<file path="src/hw/rtl/utf8sd_pkg.sv">
// Shared types and constants for the UTF-8 strict decoder.
package utf8sd_pkg;

    localparam int CP_W  = 21;
    localparam int CNT_W = 3;

    localparam logic [CP_W-1:0] REPL_CP  = 21'h00FFFD;
    localparam logic [CP_W-1:0] SURR_LO  = 21'h00D800;
    localparam logic [CP_W-1:0] SURR_HI  = 21'h00DFFF;
    localparam logic [CP_W-1:0] MIN_TWO  = 21'h000080;
    localparam logic [CP_W-1:0] MIN_THR  = 21'h000800;
    localparam logic [CP_W-1:0] MIN_FOUR = 21'h010000;

    localparam logic [7:0] CONT_MASK = 8'hC0;
    localparam logic [7:0] CONT_CODE = 8'h80;
    localparam logic [7:0] NUL_BYTE  = 8'h00;

    // Results caused by one input byte: rep_cnt replacements, then an
    // optional decoded code point.
    typedef struct packed {
        logic [CNT_W-1:0] rep_cnt;
        logic             has_cp;
        logic [CP_W-1:0]  cp;
    } burst_t;

endpackage

</file>
<file path="src/hw/rtl/utf8sd_decode.sv">
// Sequence state and per-byte decode into a result burst descriptor.
module utf8sd_decode
(
    input  logic                clk,
    input  logic                rst_n,
    input  logic                take,
    input  logic [7:0]          text_byte,
    output utf8sd_pkg::burst_t  burst
);

    logic [1:0]                  exp_reg, exp_next;
    logic [1:0]                  seen_reg, seen_next;
    logic [utf8sd_pkg::CP_W-1:0] pv_reg, pv_next;

    logic [1:0]                  seen_inc;
    logic [utf8sd_pkg::CP_W-1:0] pv_shift;
    logic [utf8sd_pkg::CP_W-1:0] min_val;
    logic                        is_cont;
    logic                        bad_val;

    always_comb
    begin
        seen_inc = seen_reg + 2'd1;
        pv_shift = {pv_reg[utf8sd_pkg::CP_W-7:0], text_byte[5:0]};
        is_cont  = (text_byte & utf8sd_pkg::CONT_MASK) == utf8sd_pkg::CONT_CODE;
        case (exp_reg)
            2'd1:    min_val = utf8sd_pkg::MIN_TWO;
            2'd2:    min_val = utf8sd_pkg::MIN_THR;
            default: min_val = utf8sd_pkg::MIN_FOUR;
        endcase
        bad_val = (pv_shift < min_val) ||
                  ((pv_shift >= utf8sd_pkg::SURR_LO) && (pv_shift <= utf8sd_pkg::SURR_HI));

        burst     = '0;
        exp_next  = exp_reg;
        seen_next = seen_reg;
        pv_next   = pv_reg;

        if (text_byte == utf8sd_pkg::NUL_BYTE)
        begin
            // terminator: flush whatever is open
            if (exp_reg != 2'd0)
            begin
                burst.rep_cnt = {1'b0, seen_reg} + 3'd1;
            end
            exp_next  = 2'd0;
            seen_next = 2'd0;
            pv_next   = '0;
        end
        else if ((exp_reg != 2'd0) && is_cont)
        begin
            if (seen_inc >= exp_reg)
            begin
                if (bad_val)
                begin
                    burst.rep_cnt = {1'b0, exp_reg} + 3'd1;
                end
                else
                begin
                    burst.has_cp = 1'b1;
                    burst.cp     = pv_shift;
                end
                exp_next  = 2'd0;
                seen_next = 2'd0;
                pv_next   = '0;
            end
            else
            begin
                seen_next = seen_inc;
                pv_next   = pv_shift;
            end
        end
        else
        begin
            // broken sequence: lead plus held tails each give a replacement
            if (exp_reg != 2'd0)
            begin
                burst.rep_cnt = {1'b0, seen_reg} + 3'd1;
            end
            exp_next  = 2'd0;
            seen_next = 2'd0;
            pv_next   = '0;
            // byte taken as a new lead
            if (text_byte < 8'h80)
            begin
                burst.has_cp = 1'b1;
                burst.cp     = {{(utf8sd_pkg::CP_W-8){1'b0}}, text_byte};
            end
            else if (text_byte inside {[8'hC0:8'hDF]})
            begin
                exp_next = 2'd1;
                pv_next  = {{(utf8sd_pkg::CP_W-5){1'b0}}, text_byte[4:0]};
            end
            else if (text_byte inside {[8'hE0:8'hEF]})
            begin
                exp_next = 2'd2;
                pv_next  = {{(utf8sd_pkg::CP_W-4){1'b0}}, text_byte[3:0]};
            end
            else if (text_byte inside {[8'hF0:8'hF7]})
            begin
                exp_next = 2'd3;
                pv_next  = {{(utf8sd_pkg::CP_W-3){1'b0}}, text_byte[2:0]};
            end
            else
            begin
                burst.rep_cnt = burst.rep_cnt + 3'd1;
            end
        end
    end

    always_ff @(posedge clk or negedge rst_n)
    begin
        if (!rst_n)
        begin
            exp_reg  <= 2'd0;
            seen_reg <= 2'd0;
            pv_reg   <= '0;
        end
        else if (take)
        begin
            exp_reg  <= exp_next;
            seen_reg <= seen_next;
            pv_reg   <= pv_next;
        end
    end

endmodule

</file>
<file path="src/hw/rtl/utf8sd_emit.sv">
// Skid buffer plus result register that plays out one burst an item at a time.
module utf8sd_emit
(
    input  logic                          clk,
    input  logic                          rst_n,
    input  logic                          load,
    input  utf8sd_pkg::burst_t            burst,
    output logic                          room,
    output logic                          out_valid,
    input  logic                          out_ready,
    output logic [utf8sd_pkg::CP_W-1:0]   code_point,
    output logic                          replaced,
    output logic                          last_of_run
);

    logic                 skid_valid_reg;
    utf8sd_pkg::burst_t   skid_reg;

    logic [utf8sd_pkg::CNT_W-1:0] rep_reg;
    logic                         has_reg;
    logic [utf8sd_pkg::CP_W-1:0]  cp_reg;

    logic out_take;
    logic out_free;

    always_comb
    begin
        out_valid   = (rep_reg != '0) || has_reg;
        replaced    = (rep_reg != '0);
        code_point  = replaced ? utf8sd_pkg::REPL_CP : cp_reg;
        last_of_run = replaced ? ((rep_reg == 3'd1) && !has_reg) : 1'b1;
        out_take    = out_valid && out_ready;
        out_free    = !out_valid || (out_take && last_of_run);
        room        = !skid_valid_reg;
    end

    always_ff @(posedge clk or negedge rst_n)
    begin
        if (!rst_n)
        begin
            skid_valid_reg <= 1'b0;
            rep_reg        <= '0;
            has_reg        <= 1'b0;
        end
        else
        begin
            if (skid_valid_reg && out_free)
            begin
                rep_reg        <= skid_reg.rep_cnt;
                has_reg        <= skid_reg.has_cp;
                skid_valid_reg <= 1'b0;
            end
            else if (load && out_free)
            begin
                rep_reg <= burst.rep_cnt;
                has_reg <= burst.has_cp;
            end
            else
            begin
                if (load)
                begin
                    skid_valid_reg <= 1'b1;
                end
                if (out_take)
                begin
                    if (rep_reg != '0)
                    begin
                        rep_reg <= rep_reg - 3'd1;
                    end
                    else
                    begin
                        has_reg <= 1'b0;
                    end
                end
            end
        end
    end

    // payload registers
    always_ff @(posedge clk)
    begin
        if (skid_valid_reg && out_free)
        begin
            cp_reg <= skid_reg.cp;
        end
        else if (load && out_free)
        begin
            cp_reg <= burst.cp;
        end
        if (load && !out_free)
        begin
            skid_reg <= burst;
        end
    end

endmodule

</file>
<file path="src/hw/rtl/utf8_strict_decoder.sv">
// Top level of the streaming UTF-8 strict decoder.
//
// Takes one raw byte per item on the slave stream and gives decoded code
// points on the master stream. ASCII passes through; 2-, 3- and 4-byte
// sequences give one code point on their last byte (values up to 0x1FFFFF
// are accepted). Every byte that cannot be decoded gives one U+FFFD with
// tuser set: stray continuations, F8-FF leads, the lead and held tails of a
// sequence broken by a non-continuation byte (which is then decoded as a new
// lead), and every byte of an overlong or surrogate sequence. Byte 00 ends
// the string: it flushes an open sequence as replacements and gives nothing
// for itself. Lead bytes and middle continuations give no result. tlast
// marks the final result of each input byte. One input byte is taken per
// cycle while each byte gives at most one result and the master side is
// ready; a byte giving k results holds the master side until all k are
// taken, and input stalls once the one-item skid buffer behind the result
// register is full. Results are registered. No clearing pass after reset.
module utf8_strict_decoder
(
    input  logic        clk,
    input  logic        rst_n,
    input  logic        s_tvalid,
    output logic        s_tready,
    input  logic [7:0]  s_tdata,   // [7:0] text_byte
    output logic        m_tvalid,
    input  logic        m_tready,
    output logic [23:0] m_tdata,   // [20:0] code_point, [23:21] zero
    output logic [0:0]  m_tuser,   // [0] replaced
    output logic        m_tlast
);

    utf8sd_pkg::burst_t          burst;
    logic                        in_take;
    logic                        room;
    logic [utf8sd_pkg::CP_W-1:0] code_point;
    logic                        replaced;

    assign in_take = s_tvalid && room;
    assign s_tready = room;

    // sequence state lives here, advanced on every accepted item
    utf8sd_decode u_decode
    (
        .clk       (clk),
        .rst_n     (rst_n),
        .take      (in_take),
        .text_byte (s_tdata),
        .burst     (burst)
    );

    // only items that cause results go into the output side
    utf8sd_emit u_emit
    (
        .clk         (clk),
        .rst_n       (rst_n),
        .load        (in_take && ((burst.rep_cnt != '0) || burst.has_cp)),
        .burst       (burst),
        .room        (room),
        .out_valid   (m_tvalid),
        .out_ready   (m_tready),
        .code_point  (code_point),
        .replaced    (replaced),
        .last_of_run (m_tlast)
    );

    assign m_tdata = {3'b000, code_point};
    assign m_tuser = replaced;

endmodule

</file>
<file path="config.mk">
export PLATFORM = sky130hd
export DESIGN_NAME = utf8_strict_decoder
export DESIGN_NICKNAME = d
export VERILOG_FILES = /design/src/hw/rtl/utf8sd_pkg.sv /design/src/hw/rtl/utf8sd_decode.sv /design/src/hw/rtl/utf8sd_emit.sv /design/src/hw/rtl/utf8_strict_decoder.sv
export SDC_FILE = /design/constraint.sdc
export NUM_CORES = 1
export LEC_CHECK = 0
export BUFFER_PORTS_ARGS = -buffer_cell sky130_fd_sc_hd__buf_2
export CELL_PAD_IN_SITES_DETAIL_PLACEMENT = 0
export CELL_PAD_IN_SITES_GLOBAL_PLACEMENT = 1
export CORE_UTILIZATION = 42
export DETAILED_ROUTE_END_ITERATION = 8
export PLACE_DENSITY_LB_ADDON = 0.3
export SYNTH_ARGS = -nofsm -noshare
export SYNTH_HDL_FRONTEND = slang
export SYNTH_SLANG_ARGS = --single-unit
export TNS_END_PERCENT = 1
</file>
<file path="constraint.sdc">
create_clock -name clk -period 3.3 [get_ports clk]
set_input_delay 0 -clock clk [delete_from_list [all_inputs] [get_ports clk]]
set_output_delay 0 -clock clk [all_outputs]
set_load 0.01 [all_outputs]
</file>
==> results by group, run 1 <==
STA
  – Number of max-slew violations in the final report: 0
  – Period Utilization, post-route: 93.22%
  – Slew headroom: about half
  – Count of final hold-check violations: 0
  – Setup TNS: 0 ps
  – Slew of the pin with the lowest slew margin: 760.2 ps
  – Count of endpoints failing setup in the final report: 0
  – Final min period: 3076 ps
  – RSZ-0062 raised after global routing: false
  – Worst clock skew: 7.769 ps
  – Upper clock frequency limit: 325.1 MHz

Clocking
  – Number of CTS-inserted buffers: 9
  – # Post-CTS Setup Buffers: 0
  – Buffer type at the clock tree root: sky130_fd_sc_hd__clkbuf_8
  – Insertion delay to the later sink of the worst-skew pair: roughly 340 ps
  – Number of H-tree branching levels: 3
  – Register clock-pin slew on the reported worst setup and hold paths: 80 ps
  – CTS Sinks: 70
  – Maximum buffer depth of the clock tree: 2
  – Clock tree from TritonCTS: built

Worst setup path
  – Element type at the critical path end: flop
  – Slowest Stage Delay on Critical Path: between 400 and 500 ps
  – Most used cell along the critical path: sky130_fd_sc_hd__ha_1
  – Maximum fanout count along the critical path: 6
  – Startpoint type of the worst setup path: flop
  – Sequence of cells on the critical path: inv_1, ha_1, ha_1, nor2_1, a31oi_1, o22ai_2, a31o_4, o31ai_4, and2_4, a2bb2oi_4, mux2_1
  – Crit path kind: reg -> reg
  – Crit-path slowest cell: sky130_fd_sc_hd__dfrtp_1
  – CP required: approximately 3500 ps
  – Arrival time at the worst endpoint: roughly 3300 ps

GRT
  – Overall Global Routing Usage: between 10% and 20%
  – Pin count of the biggest net entering global routing: 25
  – Aggregate global routing overflow: 0
  – Vias in the first global route: 2474
  – Initial antenna violation count: 0
  – First-pass GRT wire length: 12.55 mm

Final layout
  – Net count of the finished layout: 398
  – Share of post-route cells with drive strength above 1: about a quarter
  – Final standard cell count with taps included and fillers excluded: 483
  – Flip-flop count of the largest register, all copies and words added: 25
  – Area growth from synthesis to layout: 14.52%
  – Top library cells by usage in the layout, fill and taps aside: sky130_fd_sc_hd__edfxtp_1 (46), sky130_fd_sc_hd__nand2_1 (43), sky130_fd_sc_hd__buf_2 (36)
  – Antenna diode count: 0
  – Leading cell type in the layout, fill and taps excluded: sky130_fd_sc_hd__edfxtp_1

Route
  – Total number of vias: 2537
  – DRC errors left: 0
  – Router iterations before antenna repair: 4
  – Wire length reported by the detailed router: 7.455 mm
  – Ratio of routed vias to standard cells: 5.253
  – Antenna-violating nets left: 0
  – DRC marker count from the first detailed-route iteration: 99
  – Avg WL per Cell: 15.43 µm

Yosys
  – Post-synthesis async set-or-reset flop share: 34.29%
  – Post-synthesis sequential area ratio: 53.75%
  – Number of synthesized register bits: 70
  – Count of unique library cells instantiated by Yosys: 51
  – Largest cells by area after synthesis: sky130_fd_sc_hd__edfxtp_1 (37%), sky130_fd_sc_hd__dfrtp_1 (16%), sky130_fd_sc_hd__mux2_2 (6.4%), sky130_fd_sc_hd__and2_1 (4.6%), sky130_fd_sc_hd__ha_1 (4.4%)
  – Average instance area after synthesis: 11.04 µm²
  – Area of the mapped netlist: 0.003687 mm²
  – Cell type contributing the most total cell area after synthesis: sky130_fd_sc_hd__edfxtp_1
  – Number of enable-type register cells in the synthesized netlist: 46
  – Primary FF master, synth: sky130_fd_sc_hd__edfxtp_1
  – Number of warnings issued by yosys: 0
  – Yosys top cell area share: 37.46%
  – Instance count of the mapped netlist: 334

Placed design
  – Estimated wirelength of the detail-placed design: 5.200 mm
  – Quantity of I/O buffers inserted on ports: 36
  – GPL Wtd Cong: around 0.9
  – Post-placement cell count: approximately 460

Outcome
  – Outcome: finished clean

Floorplanning
  – Initial core utilization: between 40% and 50%
  – I/O pin total: 40
  – Die outline height: 95.70 µm
  – Floorplan die width: 95.70 µm
  – Core ar.: around 0.0083 mm²
  – Area enclosed by the die boundary: between 0.009 and 0.01 mm²
  – Row Count: 33

Power
  – Reported leakage power: around 1.8 nW
  – Pwr per Cell Area: 711.8 mW/mm²
  – Worst voltage drop across the vdd grid: 0.2445 mV

Job
  – Max cap viols: 0

Min path
  – Worst min-delay path category: in -> reg
## cell type report
cell class / instances / area (µm²)
Fill cell: 765 / 4118
Sequential cell: 70 / 1982
Multi-Input combinational cell: 233 / 1579
Timing Repair Buffer: 46 / 267.8
Tap cell: 105 / 131.4
Clock buffer: 10 / 127.6
Clock inverter: 6 / 86.33
Inverter: 13 / 48.80
## worst max-delay path: cells and delay by family, from the launching register on
| family | cells | cell delay [ps] |
|---|---|---|
| AO/OA/AOI/OAI | 5 | 1200 |
| adder cells (fa/ha/maj) | 2 | 630 |
| buffers and inverters | 1 | 110 |
| flip-flops | 1 | 430 |
| multiplexers | 1 | 340 |
| AND/OR/NAND/NOR | 2 | 270 |
## path summary, 6_finish.rpt
path | startpoint | depth (start not counted) | end | slack, ps
min in group asynchronous | rst_n | 2 | u_emit.skid_valid_reg | 200
hold / removal | s_tdata[4] | 3 | u_decode.pv_reg[4] | 20
setup / recovery | u_decode.exp_reg[0] | 11 | u_emit.rep_reg[1] | 220
hold reg to reg | u_decode.seen_reg[1] | 2 | u_decode.seen_reg[1] | 480
max in group asynchronous | rst_n | 2 | u_decode.exp_reg[1] | 2700
setup reg to reg | u_decode.exp_reg[0] | 11 | u_emit.rep_reg[1] | 220
## what timing repair did
item                       4_1_cts  5_1_grt
hold buffers                     5        0
hold endpoints to repair        29        0
setup endpoints to repair        0        8
resized for setup                0        2
## where the power goes
part | internal [mW] | switching (mW) | total, mW | leakage (nW)
clock network | 0.424 | 0.333 | 0.757 | 0.106
logic | 0.407 | 0.589 | 0.996 | 0.913
registers | 1.17 | 0.0834 | 1.25 | 0.751
total | 2.00 | 1.01 | 3.01 | 1.77
## cell usage after synthesis (12+ instances only)
cell / n
sky130_fd_sc_hd__edfxtp_1: 46
sky130_fd_sc_hd__nand2_1: 43
sky130_fd_sc_hd__and2_1: 27
sky130_fd_sc_hd__dfrtp_1: 24
sky130_fd_sc_hd__mux2_2: 21
sky130_fd_sc_hd__nand2b_1: 18
sky130_fd_sc_hd__o21ai_0: 16
sky130_fd_sc_hd__nand3_1: 14
sky130_fd_sc_hd__ha_1: 13
sky130_fd_sc_hd__inv_1: 13
sky130_fd_sc_hd__nor2_1: 13
sky130_fd_sc_hd__a21oi_1: 12
## stage by stage
stage               setup slack, ps  instance area, µm²  util, %  power (mW)  hold WS, ps
floorplan                     11.05                3695        -       1.970       -295.6
global placement              248.8                3954    47.40       2.251        39.00
detailed placement            182.3                3954    47.40       2.266        41.87
CTS                           168.9                4218    50.57       3.029        3.503
global route                  33.86                4223    50.63       3.204        31.45
finish                        223.8                4223    50.63       3.006        17.82
## layer usage
layer	up-vias	track usage, %	routed length, µm	share of wire [%]
li1	1255	-	-	-
met1	1229	25.75	3656	49
met2	45	27.92	3442	46
met3	8	4.265	257	3.4
met4	0	6.965	99	1.3
met5	-	0	0	0
## kinds of logic after synthesis
family                   Yosys count  share of synthesized area, %
multiplexers                      25                         7.567
other                              1                        0.1017
AO/OA/AOI/OAI                     53                         10.32
adder cells (fa/ha/maj)           13                         4.411
XOR/XNOR                           1                        0.2376
AND/OR/NAND/NOR                  138                         19.78
flip-flops                        70                         53.75
buffers and inverters             33                         3.834
Power figures use the tool's default switching activity.
==> run 2: changes to the inputs <==
GPL_TIMING_DRIVEN = 0   (was not set)
==> run 2 against run 1 <==
  * Global-route usage shrank 0.16 points
  * Cell count grew 3.7%
  * Power grew 0.67%
  * Maximum frequency shrank 3.0%
  * Combinational power is essentially flat
  * Routed wire length grew 1.0%
  * Sequential share of layout area shrank 1.1 points
  * Register-to-register slack lost 90 ps
  * Non-clock buffer count grew 18
  * Sequential power is essentially flat
  * Flip-flop and latch count is the same
  * Die area is the same
  * Largest cell class unchanged
  * Largest power group unchanged
==> results by group, run 2 (synthesis results as in run 1) <==
Outcome
  – Outcome: finished clean

Worst setup path
  – Crit-path slowest cell: sky130_fd_sc_hd__dfrtp_1
  – Destination of the worst register-to-register timing path: u_emit.rep_reg[1]
  – Buf/Inv on CP: 1
  – Sequence of cells on the critical path: ha_1, ha_1, a21oi_1, nor2b_1, clkbuf_1, a211o_1, o31ai_4, and2_4, a2bb2oi_4, mux2_1
  – CP delay by family, top: compound AO/OA/AOI/OAI gates
  – Crit path kind: reg -> reg
  – Slowest Stage Delay on Critical Path: 480 ps
  – Start of the worst register-to-register path: u_decode.seen_reg[0]
  – Maximum fanout count along the critical path: 9
  – Startpoint type of the worst setup path: flop
  – Arrival time at the worst endpoint: 3400 ps
  – Most used cell along the critical path: sky130_fd_sc_hd__ha_1
  – Number of cells on the worst reg-to-reg path: 10
  – CP required: around 3500 ps
  – Slack of the worst reg-to-reg path: about 130 ps
  – Element type at the critical path end: flop

STA
  – Worst clock skew: 7.118 ps
  – Upper clock frequency limit: 315.4 MHz
  – Slew headroom: a little over 60%
  – RSZ-0062 raised after global routing: true
  – Period Utilization, post-route: just under 100%
  – Final worst-path setup slack: 129.0 ps
  – Count of endpoints failing setup in the final report: 0
  – Count of final hold-check violations: 0
  – Number of max-slew violations in the final report: 0
  – Worst hold-check slack: 41.24 ps
  – Final min period: 3171 ps
  – Slew of the pin with the lowest slew margin: roughly 580 ps

Job
  – Max cap viols: 0

GRT
  – Initial antenna violation count: 0
  – Vias in the first global route: 2358
  – Pin count of the biggest net entering global routing: 25
  – First-pass GRT wire length: about 12 mm
  – Overall Global Routing Usage: ~18%
  – Aggregate global routing overflow: 0

Final layout
  – Top library cells by usage in the layout, fill and taps aside: sky130_fd_sc_hd__edfxtp_1 (46), sky130_fd_sc_hd__nand2_1 (43), sky130_fd_sc_hd__buf_2 (40)
  – Net count of the finished layout: 416
  – Share of post-route cells with drive strength above 1: about a quarter
  – Area growth from synthesis to layout: 17.31%
  – Flip-flop count of the largest register, all copies and words added: 25
  – Leading cell type in the layout, fill and taps excluded: sky130_fd_sc_hd__edfxtp_1
  – Antenna diode count: 0

Floorplanning
  – Floorplan die width: 95.70 µm
  – Area enclosed by the die boundary: 0.009158 mm²
  – Core ar.: approximately 0.0083 mm²
  – I/O pin total: 40
  – Initial core utilization: 44.21%
  – Row Count: 33
  – Die outline height: 95.70 µm

Clocking
  – Clock tree from TritonCTS: built
  – Maximum buffer depth of the clock tree: 2
  – Number of H-tree branching levels: 3
  – Number of CTS-inserted buffers: 9
  – Register clock-pin slew on the reported worst setup and hold paths: around 70 ps
  – CTS Sinks: 70
  – # Post-CTS Setup Buffers: 0
  – Insertion delay to the later sink of the worst-skew pair: 350 ps
  – Buffer type at the clock tree root: sky130_fd_sc_hd__clkbuf_8

Power
  – Pwr per Cell Area: about 700 mW/mm²
  – Sw frac: 33.36%
  – Relative contribution of sequential cells to total power: 41.4%
  – Proportion of power drawn by the clock network: 24.8%
  – Worst voltage drop across the vdd grid: 0.2339 mV
  – Internal power: 2.017 mW
  – Reported leakage power: 1.816 nW
  – Comb pwr share: between 30% and 40%
  – Total Power: just over 3 mW
  – Net switching power of the design: 1.009 mW

Placed design
  – Pre-CTS setup slack: ~100 ps
  – GPL Wtd Cong: 0.8706
  – Estimated wirelength of the detail-placed design: between 5 and 6 mm
  – Quantity of I/O buffers inserted on ports: 35

Route
  – Avg WL per Cell: 15.03 µm
  – Router iterations before antenna repair: 4
  – Ratio of routed vias to standard cells: just over 5
  – Antenna-violating nets left: 0
  – DRC marker count from the first detailed-route iteration: between 200 and 250
  – DRC errors left: 0
  – Wire length reported by the detailed router: 7.530 mm
  – Total number of vias: 2546

Min path
  – Worst hold path endpoint: u_decode.exp_reg[1]
  – Hold Startpoint: s_tvalid
  – Worst min-delay path category: in -> reg
  – Cell depth of the worst hold path: 3
[run 2: cell count changes in the layout (fill, tap and decap cells not counted), sizes merged]
cell / before / now
clkinv: 3 / 4
dlygate4sd3: 5 / 7
clkbuf: 10 / 21
buf: 41 / 46
clkinvlp: 1 / 0
[run 2: final cells by class]
cell class	instances	area [µm²]
Multi-Input combinational cell	233	1579
Fill cell	755	4015
Timing Repair Buffer	44	275.3
Inverter	13	48.80
Tap cell	105	131.4
Clock inverter	6	86.33
Clock buffer	10	127.6
Buffer	20	93.84
Sequential cell	70	1983
[run 2: stage by stage]
| stage | instances | TNS (ps) | area (µm²) | util [%] |
|---|---|---|---|---|
| after global routing | 501 | -17.84 | 4325 | 51.86 |
| final | 501 | 0 | 4325 | 51.86 |
| after global placement | 476 | -32390 | 4001 | 47.97 |
| after detailed placement | 478 | 0 | 4036 | 48.39 |
| after floorplan | 336 | 0 | 3695 | - |
| after CTS | 501 | 0 | 4320 | 51.80 |
[run 2: worst max-delay path by stage]
stage / from / endpoint / slack (ps) / cells past startpoint
final: u_decode.seen_reg[0] / u_emit.rep_reg[1] / 130 / 10
after global routing: u_decode.seen_reg[0] / u_emit.rep_reg[1] / -10 / 10
after CTS: u_decode.exp_reg[0] / u_emit.rep_reg[1] / 100 / 11
after detailed placement: u_decode.exp_reg[0] / u_emit.rep_reg[1] / 100 / 11
after global placement: u_decode.exp_reg[0] / u_emit.skid_reg[15] / -730 / 9
after floorplan: u_decode.exp_reg[0] / u_emit.cp_reg[0] / 10 / 10
[run 2: what timing repair did]
item | 4_1_cts | 5_1_grt
hold buffers | 7 | 0
resized for setup | 0 | 4
endpoints found under the setup margin | 0 | 20
endpoints found under the hold margin | 31 | 0
[run 2: layer usage]
| metal | track usage, % | up-vias | share of wire, % |
|---|---|---|---|
| met1 | 26.79 | 1204 | 51 |
| met4 | 7.587 | 0 | 1.6 |
| met5 | 0 | - | 0 |
| li1 | - | 1293 | - |
| met3 | 3.081 | 10 | 2.1 |
| met2 | 26.73 | 39 | 45 |
[run 2: worst reg2reg max path: cells and delay by family, from the launching register on]
family / cells / cell delay, ps
multiplexers: 1 / 340
AO/OA/AOI/OAI: 4 / 1020
AND/OR/NAND/NOR: 2 / 300
flip-flops: 1 / 480
adder cells (fa/ha/maj): 2 / 690
buffers and inverters: 1 / 240
[run 2: power by group through the flow]
stage | Clock, mW | Sequential (mW) | Combinational (mW)
after global placement | 0 | 1.27 | 0.978
after global routing | 0.797 | 1.27 | 1.15
after detailed placement | 0 | 1.27 | 1.03
after floorplan | 0 | 1.25 | 0.723
after CTS | 0.766 | 1.25 | 1.04
final | 0.749 | 1.25 | 1.02
==> run 3: changes to the inputs <==
ABC_AREA = 1   (was not set)
CORE_UTILIZATION = 48   (was 42)
clock period = 3.7 ns   (was 3.3 ns; I/O delays follow)
==> run 3 against run 2 <==
  * Clock skew decreased by 0.83 ps
  * Combinational power about the same
  * Via count increased by 4.4%
  * Sequential share of layout area increased by 1.2 points
  * Critical path type unchanged
  * Critical endpoint is now u_emit.cp_reg[9]
  * Largest cell class unchanged
  * Highest routed layer unchanged
==> results by group, run 3 <==
Final layout
  – Net count of the finished layout: 483
  – Leading cell type in the layout, fill and taps excluded: sky130_fd_sc_hd__nand2_1
  – Post-layout utilization of the core: between 50% and 60%
  – Flip-flop count of the largest register, all copies and words added: 25
  – Top library cells by usage in the layout, fill and taps aside: sky130_fd_sc_hd__nand2_1 (106), sky130_fd_sc_hd__inv_1 (50), sky130_fd_sc_hd__edfxtp_1 (46)
  – Antenna diode count: 0
  – Area growth from synthesis to layout: 15.11%
  – Share of post-route cells with drive strength above 1: 22.46%

GRT
  – First-pass GRT wire length: 11.38 mm
  – Overall Global Routing Usage: approximately a fifth
  – Vias in the first global route: 2420
  – Pin count of the biggest net entering global routing: 25
  – Aggregate global routing overflow: 0
  – Initial antenna violation count: 0

Worst setup path
  – Number of cells on the worst reg-to-reg path: 14
  – Sequence of cells on the critical path: inv_1, ha_1, ha_1, a21oi_1, o21ai_0, nor2_1, nand2_2, nand2_2, nand2_1, nand2_2, nor2_2, nand2_4, nand3_4, nand2_1
  – Element type at the critical path end: flop
  – Arrival time at the worst endpoint: approximately 3200 ps
  – Destination of the worst register-to-register timing path: u_emit.cp_reg[9]
  – Buf/Inv on CP: 1
  – Maximum fanout count along the critical path: 21
  – Crit-path slowest cell: sky130_fd_sc_hd__nand2_1
  – CP delay by family, top: simple AND/OR/NAND/NOR gates
  – Slowest Stage Delay on Critical Path: around 620 ps
  – CP required: 3670 ps
  – Start of the worst register-to-register path: u_decode.exp_reg[0]
  – Most used cell along the critical path: sky130_fd_sc_hd__nand2_2
  – Slack of the worst reg-to-reg path: 470 ps
  – Crit path kind: reg -> reg
  – Startpoint type of the worst setup path: flop

Placed design
  – Pre-CTS setup slack: 441.7 ps
  – GPL Wtd Cong: 0.8537
  – Quantity of I/O buffers inserted on ports: 36
  – Estimated wirelength of the detail-placed design: between 5 and 6 mm

Yosys
  – Number of warnings issued by yosys: 0
  – Average instance area after synthesis: about 9 µm²
  – Number of synthesized register bits: 70
  – Largest cells by area after synthesis: sky130_fd_sc_hd__edfxtp_1 (38%), sky130_fd_sc_hd__dfrtp_1 (16%), sky130_fd_sc_hd__nand2_1 (11%), sky130_fd_sc_hd__inv_1 (5.1%), sky130_fd_sc_hd__nor2_1 (4.7%)
  – Post-synthesis sequential area ratio: 54.14%
  – Primary FF master, synth: sky130_fd_sc_hd__edfxtp_1
  – Count of unique library cells instantiated by Yosys: 36
  – Yosys top cell area share: about 38%
  – Number of enable-type register cells in the synthesized netlist: 46
  – Commonest cells in the synthesized netlist: sky130_fd_sc_hd__nand2_1 (106), sky130_fd_sc_hd__inv_1 (50), sky130_fd_sc_hd__edfxtp_1 (46), sky130_fd_sc_hd__nor2_1 (46), sky130_fd_sc_hd__dfrtp_1 (24)
  – Cell type contributing the most total cell area after synthesis: sky130_fd_sc_hd__edfxtp_1
  – Instance count of the mapped netlist: 402
  – Area of the mapped netlist: 0.003661 mm²
  – Most frequent cell after synthesis: sky130_fd_sc_hd__nand2_1
  – Post-synthesis async set-or-reset flop share: 34.29%

Route
  – Avg WL per Cell: approximately 12 µm
  – DRC marker count from the first detailed-route iteration: 78
  – Total number of vias: around 2700
  – Router iterations before antenna repair: 4
  – DRC errors left: 0
  – Antenna-violating nets left: 0
  – Ratio of routed vias to standard cells: 4.731
  – Wire length reported by the detailed router: 6.971 mm

Job
  – Max cap viols: 0

Clocking
  – Number of H-tree branching levels: 3
  – # Post-CTS Setup Buffers: 0
  – Insertion delay to the later sink of the worst-skew pair: 340 ps
  – Buffer type at the clock tree root: sky130_fd_sc_hd__clkbuf_8
  – Register clock-pin slew on the reported worst setup and hold paths: 70 ps
  – Number of CTS-inserted buffers: 9
  – CTS Sinks: 70
  – Clock tree from TritonCTS: built
  – Maximum buffer depth of the clock tree: 2

STA
  – Slew headroom: 46.28%
  – Slew of the pin with the lowest slew margin: about 800 ps
  – Worst clock skew: 6.291 ps
  – Period Utilization, post-route: 87.17%
  – Final min period: 3225 ps
  – Final worst-path setup slack: 474.8 ps
  – Number of max-slew violations in the final report: 0
  – Upper clock frequency limit: 310.1 MHz
  – Count of endpoints failing setup in the final report: 0
  – Count of final hold-check violations: 0
  – RSZ-0062 raised after global routing: false

Power
  – Reported leakage power: 1.909 nW
  – Worst voltage drop across the vdd grid: around 0.27 mV
  – Pwr per Cell Area: 654.9 mW/mm²

Floorplanning
  – Row Count: 31
  – Initial core utilization: between 40% and 50%
  – Core ar.: 0.007331 mm²
  – I/O pin total: 40
  – Area enclosed by the die boundary: 0.007981 mm²
  – Floorplan die width: 89.34 µm
  – Die outline height: between 80 and 90 µm

Min path
  – Worst hold path endpoint: u_emit.has_reg
  – Cell depth of the worst hold path: 4
  – Hold Startpoint: m_tready
  – Worst min-delay path category: in -> reg

Outcome
  – Outcome: finished clean
-- run 3: changes by cell type after synthesis, sizes merged, moves of 7 or more --
cell / previous run / this run
nand4: 1 / 8
or2: 1 / 20
inv: 13 / 56
and2: 28 / 0
nand2: 43 / 116
nand2b: 18 / 0
a21oi: 12 / 5
o22ai: 4 / 15
mux2: 23 / 0
nor2: 13 / 49
-- run 3: tightest hold or removal path, stage by stage --
cell                        delay [ps]
sky130_fd_sc_hd__buf_2             110
sky130_fd_sc_hd__inv_1              50
sky130_fd_sc_hd__o2111ai_1         110
sky130_fd_sc_hd__nand3_1            70
-- run 3: how the worst max path moves through the flow --
stage	from	to	slack, ps	cells after the start
finish	u_decode.exp_reg[0]	u_emit.cp_reg[9]	470	14
detailed placement	u_decode.exp_reg[0]	u_emit.cp_reg[17]	440	14
global placement	u_decode.exp_reg[0]	u_emit.skid_reg[13]	-310	14
floorplan	u_decode.exp_reg[0]	u_emit.skid_reg[0]	310	14
CTS	u_decode.exp_reg[0]	u_emit.cp_reg[9]	420	14
global route	u_decode.exp_reg[0]	u_emit.cp_reg[2]	240	14
-- run 3: power by group --
group,total (mW),internal [mW],switching (mW)
registers,1.18,1.12,0.0649
clock network,0.529,0.237,0.291
logic,1.05,0.359,0.687
total,2.76,1.72,1.04
-- run 3: through the flow --
step                      area [µm²]  TNS, ps  std cells  power (mW)  hold WS, ps
after floorplan                 3669        0        404       1.946       -295.6
after global placement          3973    -7799        539       2.224        39.16
after detailed placement        3990        0        540       2.259        43.19
after CTS                       4214        0        562       2.785        26.94
after global routing            4214        0        562       2.989        39.26
final                           4214        0        562       2.760        34.68
-- run 3: logic make-up after synthesis --
logic type / count (synthesis) / share of synthesized area (%)
AO/OA/AOI/OAI: 37 / 6.698
adder cells (fa/ha/maj): 13 / 4.443
XOR/XNOR: 1 / 0.2393
flip-flops: 70 / 54.14
AND/OR/NAND/NOR: 209 / 26.69
buffers and inverters: 71 / 7.689
other: 1 / 0.1024
-- run 3: cell type report --
type                       count  area (µm²)
multi-input combinational    263        1408
sequential                    70        1982
clock buffer                   9       123.9
inverter                      57       214.0
clock inverter                 7       40.04
tap                           99       123.9
fill                         664        3117
timing repair buffer          43       255.2
buffer                        14       67.56
-- run 3: repair_timing --
action                    CTS  global route
hold buffers                6             0
hold endpoints to repair   29             0
gates resized for setup     0             0
-- run 3: routing by layer --
| layer | vias up | GRT usage [%] | part of all wire (%) |
|---|---|---|---|
| met4 | 0 | 7.359 | 1.5 |
| met2 | 51 | 30.74 | 45 |
| met3 | 9 | 3.047 | 3.3 |
| met1 | 1199 | 27.02 | 50 |
| met5 | - | 0 | 0 |
| li1 | 1400 | - | - |
